File: src/design/assert_macros.svh
// Assertion helpers shared by the RTL.
`ifndef ASSERT_MACROS_SVH
`define ASSERT_MACROS_SVH

// Implication checked on every rising clock edge outside reset.
`define ASSERT_IMPL(label, clk, rst_n, ante, cons, msg) \
    label: assert property (@(posedge clk) disable iff (!rst_n) (ante) |-> (cons)) \
        else $error(msg);

// Next-cycle implication checked outside reset.
`define ASSERT_NEXT(label, clk, rst_n, ante, cons, msg) \
    label: assert property (@(posedge clk) disable iff (!rst_n) (ante) |=> (cons)) \
        else $error(msg);

`endif

File: src/design/rvm_pkg.sv
package rvm_pkg;

    localparam int REG_COUNT_DEF  = 64;
    localparam int DATA_WIDTH_DEF = 32;
    localparam int CODE_DEPTH_DEF = 65536;

    localparam int CMD_W    = 4;
    localparam int RIDX_W   = 6;
    localparam int IMM_W    = 32;
    localparam int IP_W     = 16;
    localparam int CSIZE_W  = 17;
    localparam int FAULT_W  = 2;

    localparam logic [CMD_W-1:0] OP_ADD  = 4'd0;
    localparam logic [CMD_W-1:0] OP_SUB  = 4'd1;
    localparam logic [CMD_W-1:0] OP_MUL  = 4'd2;
    localparam logic [CMD_W-1:0] OP_DIV  = 4'd3;
    localparam logic [CMD_W-1:0] OP_CMP  = 4'd4;
    localparam logic [CMD_W-1:0] OP_MOV  = 4'd5;
    localparam logic [CMD_W-1:0] OP_JMP  = 4'd6;
    localparam logic [CMD_W-1:0] OP_LD   = 4'd7;
    localparam logic [CMD_W-1:0] OP_IN   = 4'd8;
    localparam logic [CMD_W-1:0] OP_OUT  = 4'd9;
    localparam logic [CMD_W-1:0] OP_HALT = 4'd10;

    localparam logic [RIDX_W-1:0] JC_ALWAYS = 6'd0;
    localparam logic [RIDX_W-1:0] JC_Z      = 6'd1;
    localparam logic [RIDX_W-1:0] JC_NZ     = 6'd2;
    localparam logic [RIDX_W-1:0] JC_POS    = 6'd3;
    localparam logic [RIDX_W-1:0] JC_NEG    = 6'd4;
    localparam logic [RIDX_W-1:0] JC_NNEG   = 6'd5;
    localparam logic [RIDX_W-1:0] JC_NPOS   = 6'd6;

    localparam logic [1:0] ST_RUN   = 2'd0;
    localparam logic [1:0] ST_HALT  = 2'd1;
    localparam logic [1:0] ST_ACC   = 2'd2;
    localparam logic [1:0] ST_DIVZ  = 2'd3;

    localparam logic [FAULT_W-1:0] FLT_NONE = 2'd0;
    localparam logic [FAULT_W-1:0] FLT_ACC  = 2'd1;
    localparam logic [FAULT_W-1:0] FLT_DIV  = 2'd2;

    // controller -> datapath
    typedef struct packed {
        logic load;      // latch request, start register read
        logic exec;      // operands valid, compute step
        logic div_start;
        logic commit;    // write back and form result
    } t_cmd;

    // datapath -> controller
    typedef struct packed {
        logic is_div;
        logic div_done;
    } t_stat;

endpackage

File: src/design/rvm_ctrl.sv
module rvm_ctrl (
    input  logic          i_clk,
    input  logic          i_rst_n,
    input  logic          i_req_valid,
    output logic          o_req_ready,
    output logic          o_res_valid,
    input  logic          i_res_ready,
    input  rvm_pkg::t_stat i_stat,
    output rvm_pkg::t_cmd  o_cmd
);
    import rvm_pkg::*;
    `include "assert_macros.svh"

    typedef enum logic [5:0] {
        S_IDLE = 6'b000001,
        S_READ = 6'b000010,
        S_EXEC = 6'b000100,
        S_DIVW = 6'b001000,
        S_CMT  = 6'b010000,
        S_OUT  = 6'b100000
    } t_state;

    t_state r_state, n_state;

    always_ff @(posedge i_clk) begin
        if (!i_rst_n) r_state <= S_IDLE;
        else          r_state <= n_state;
    end

    always_comb begin
        n_state = r_state;
        o_cmd   = '0;
        case (r_state)
            S_IDLE: begin
                if (i_req_valid) begin
                    o_cmd.load = 1'b1;
                    n_state = S_READ;
                end
            end
            S_READ: n_state = S_EXEC;
            S_EXEC: begin
                if (i_stat.is_div) begin
                    o_cmd.div_start = 1'b1;
                    n_state = S_DIVW;
                end else begin
                    o_cmd.exec = 1'b1;
                    n_state = S_CMT;
                end
            end
            S_DIVW: begin
                if (i_stat.div_done) n_state = S_CMT;
            end
            S_CMT: begin
                o_cmd.commit = 1'b1;
                n_state = S_OUT;
            end
            S_OUT: begin
                if (i_res_ready) n_state = S_IDLE;
            end
            default: n_state = S_IDLE;
        endcase
    end

    assign o_req_ready = (r_state == S_IDLE);
    assign o_res_valid = (r_state == S_OUT);

    `ASSERT_NEXT(a_cmt_to_out, i_clk, i_rst_n, o_cmd.commit, o_res_valid,
        "result not presented after commit")
    `ASSERT_IMPL(a_no_overlap, i_clk, i_rst_n, o_res_valid, !o_req_ready,
        "request accepted while result pending")
endmodule

File: config.mk
export PLATFORM = sky130hd
export DESIGN_NAME = rvm_ctrl
export DESIGN_NICKNAME = d
export VERILOG_FILES = /design/src/design/rvm_pkg.sv /design/src/design/rvm_ctrl.sv
export VERILOG_INCLUDE_DIRS = /design/src /design/src/design
export SDC_FILE = /design/constraint.sdc
export NUM_CORES = 1
export LEC_CHECK = 0
export BUFFER_PORTS_ARGS = -buffer_cell sky130_fd_sc_hd__buf_2
export CAP_MARGIN = 0
export CORE_AREA = 2 2 39 41
export CTS_BUF_LIST = sky130_fd_sc_hd__clkbuf_4
export DETAILED_ROUTE_END_ITERATION = 16
export DIE_AREA = 0 0 41 43
export PLACE_DENSITY_LB_ADDON = 0.08
export SKIP_CTS_REPAIR_TIMING = 1
export SLEW_MARGIN = 20
export SYNTH_ARGS = -nofsm -noshare
export SYNTH_HDL_FRONTEND = slang
export SYNTH_SLANG_ARGS = --single-unit
export TNS_END_PERCENT = 1
File: constraint.sdc
create_clock -name i_clk -period 2.3 [get_ports i_clk]
set_input_delay 0.46 -clock i_clk [delete_from_list [all_inputs] [get_ports i_clk]]
set_output_delay 0.46 -clock i_clk [all_outputs]
set_load 0.01 [all_outputs]
==> run summary <==
==========================================================================================
Clock latency reported for the late side of the worst-skew pair                    0.25 ns
Max clock buf depth                                                                      2
Seq/Total Area, Yosys                                                                0.303
Final number of max-transition violations                                                0
Routability Congestion                                                               0.661
Post-Synthesis Mean Instance Area                                                 8.81 µm²
Power density over the cells                                                    646 nW/µm²
Number of nets in the layout                                                            65
CTS Root Cell                                                                     clkbuf_4
Post-synthesis share of cell area spent on xor and xnor gates                       0.0221
Floorplan row count                                                                     14
Met1 track demand over resource                                                      0.185
Pin count of the biggest net entering global routing                                    12
Post-Synthesis Net Count                                                                51
Register with the highest flop count                                               r_state
Width of the die                                                                     41 µm
Worst setup path start                                                        r_state[0]$_SDFFE_PN1P_
Count of unique library cells instantiated by Yosys                                     25
Run status                                                                    finished clean
Total clock buffers created by CTS                                                       3
Detailed Place HPWL                                                                 613 µm
# Max-Cap Violations                                                                     0
Registers with the most flip-flops                                              r_state x6
Ratio of final minimum period to clock period                                        0.866
Flip-flop count of the largest register, all copies and words added                      6
Remaining global-route overflow                                                          0
IO Pins                                                                                 12
Area of the die                                                                   1760 µm²
GR Layer Usage met2                                                                  0.134
Arrival time at the worst endpoint                                                 1.53 ns
Count of yosys warnings during synthesis                                                 0
Number of iterations in the first detailed-routing pass                                  4
Hold path startpoint                                                             i_stat[1]
Global routing's busiest layer                                                        met1
Post-detailed-route count of antenna-violating nets                                      0
Number of vias per cell after detailed routing                                        5.29
DR vias                                                                                386
H-tree depth                                                                             1
Met3 demand-to-capacity share in global routing                                     0.0366
Count of state elements after synthesis                                                  6
Largest clock skew in the final design                                          0.00490 ns
Fmax                                                                               502 MHz
Tightest Pin Transition                                                           0.494 ns
Final period demand of the worst path                                              1.99 ns
Area of the placeable core                                                        1380 µm²
TritonCTS clock tree                                                                 built
Drt drc                                                                                  0
FF-to-FF Start                                                                r_state[0]$_SDFFE_PN1P_
Number of input and output port buffers inserted                                        11
CTS sink count                                                                           6
Layout filler cell count                                                               159
Area post-placement                                                                462 µm²
Final Hold Fails                                                                         0
Simple-gate share of the synthesized area                                            0.438
Final critical-path setup slack                                                   0.307 ns
All-layer global routing usage                                                       0.126
Pre-CTS worst setup slack                                                         0.559 ns
Number of antenna violations at the first check in global routing                        0
Reg clk slew, reported paths                                                       0.05 ns
Largest family of logic cells by synthesized area                             simple AND/OR/NAND/NOR gates
Post-synthesis compound-gate area fraction                                           0.183
Routed Wire Length                                                                  830 µm
Path class of the lowest-slack min-delay path                                       in2reg
Multiplexer share of the synthesized area                                                0
Capturing element type of the critical path                                   primary output
Final design area excluding fillers                                                484 µm²
Initial cell density of the core                                                     0.287
Layout cells sized above 1                                                           0.386
Area added between synthesis and finish                                              22.1%
Leakage power total                                                               0.198 nW
Crit path launch type                                                             register
Initial detailed-routing violation count                                                 8
Worst endpoint required time                                                       1.84 ns
Critical path class                                                                reg2out
Share of synthesized cell area in full adder, half adder and majority cells              0
Core occupancy in the finished layout                                                0.350
Maximum net fanout on the critical path                                                  8
Peak supply drop                                                                0.000252 V
Avg WL per Cell                                                                    11.4 µm
Vias in the first global route                                                         315
Synthesized instance count                                                              45
DIE HEIGHT                                                                           43 µm
Slew HR                                                                              0.666
Wire length of the first global-routing pass                                       1410 µm
Unrepaired setup endpoints after global routing                                         no
Number of diodes added for antenna fixing                                                0
Final total negative setup slack                                                      0 ns
Setup violation total in the final timing report                                         0
Mapped cell area                                                                   397 µm²
==========================================================================================
[through the flow]
stage	instances	total power [mW]	hold slack, ns
after floorplan	45	0.191	0.505
final	73	0.313	0.538
after CTS	73	0.316	0.542
after global routing	73	0.335	0.551
after global placement	70	0.218	0.593
after detailed placement	70	0.215	0.552
[cell type report]
| cell class | instances | area (µm²) | share of cell area |
|---|---|---|---|
| Tap cell | 16 | 20.0 | 0.0413 |
| Multi-Input combinational cell | 34 | 255 | 0.527 |
| Clock buffer | 3 | 22.5 | 0.0465 |
| Timing Repair Buffer | 11 | 55.1 | 0.114 |
| Sequential cell | 6 | 120 | 0.248 |
| Inverter | 3 | 11.3 | 0.0233 |
[final timing paths]
| check | to | slack [ns] | cells after the start |
|---|---|---|---|
| setup / recovery | o_cmd[0] | 0.31 | 3 |
| setup reg to reg | r_state[4]$_SDFFE_PN0P_ | 0.78 | 3 |
| hold reg to reg | r_state[5]$_SDFFE_PN0P_ | 0.57 | 1 |
| hold / removal | r_state[4]$_SDFFE_PN0P_ | 0.54 | 3 |
[layout by cell type (no fill, tap or decap), types with 2 or more instances in the layout]
master	count
a21oi_1	3
and3_1	2
buf_2	11
clkbuf_4	3
dfxtp_1	6
inv_1	3
nor2_1	2
nor3_1	2
nor3b_1	2
nor4_1	3
nor4b_1	2
or3_1	2
or4b_2	3
[layer usage]
metal | share of wire | wire [µm] | vias up
li1 | - | - | 200
met3 | 0.058 | 48 | 4
met2 | 0.43 | 356 | 12
met4 | 0.030 | 25 | 0
met5 | 0 | 0 | -
met1 | 0.48 | 401 | 170
[cell usage after synthesis]
cell type	instances	area, µm²
nor3b_1	2	15.0
or3_1	2	12.5
nor3_1	2	10.0
or3b_2	1	8.76
nor4_1	3	18.8
o311ai_0	1	8.76
or3b_1	1	8.76
a21boi_0	1	7.51
and3_1	2	12.5
nor4b_1	2	17.5
nor2_1	2	7.51
a211oi_2	1	12.5
and4b_2	1	11.3
buf_2	2	10.0
a21bo_2	1	10.0
nand3b_1	1	7.51
a22oi_1	1	7.51
o221a_2	1	11.3
a21oi_1	3	15.0
inv_1	3	11.3
and2b_1	1	7.51
and2_1	1	6.26
or4b_2	3	30.0
xnor2_1	1	8.76
dfxtp_1	6	120
[critical path, cell delays in order, from the launching register on]
cell and delay [ns]:
dfxtp_1 0.34, or3_1 0.50, nor4b_1 0.27, buf_2 0.18
[kinds of logic after synthesis]
family          Yosys count
compound gates            9
flops                     6
xor+xnor                  1
simple gates             24
buf+inv                   5
[power breakdown]
part           total (mW)  switching, mW  internal (mW)  leakage [nW]
Sequential          0.127         0.0136          0.113        0.0489
Combinational      0.0862         0.0423         0.0439         0.136
Clock              0.0995         0.0403         0.0592        0.0138
(Power assumes the default switching activity.)
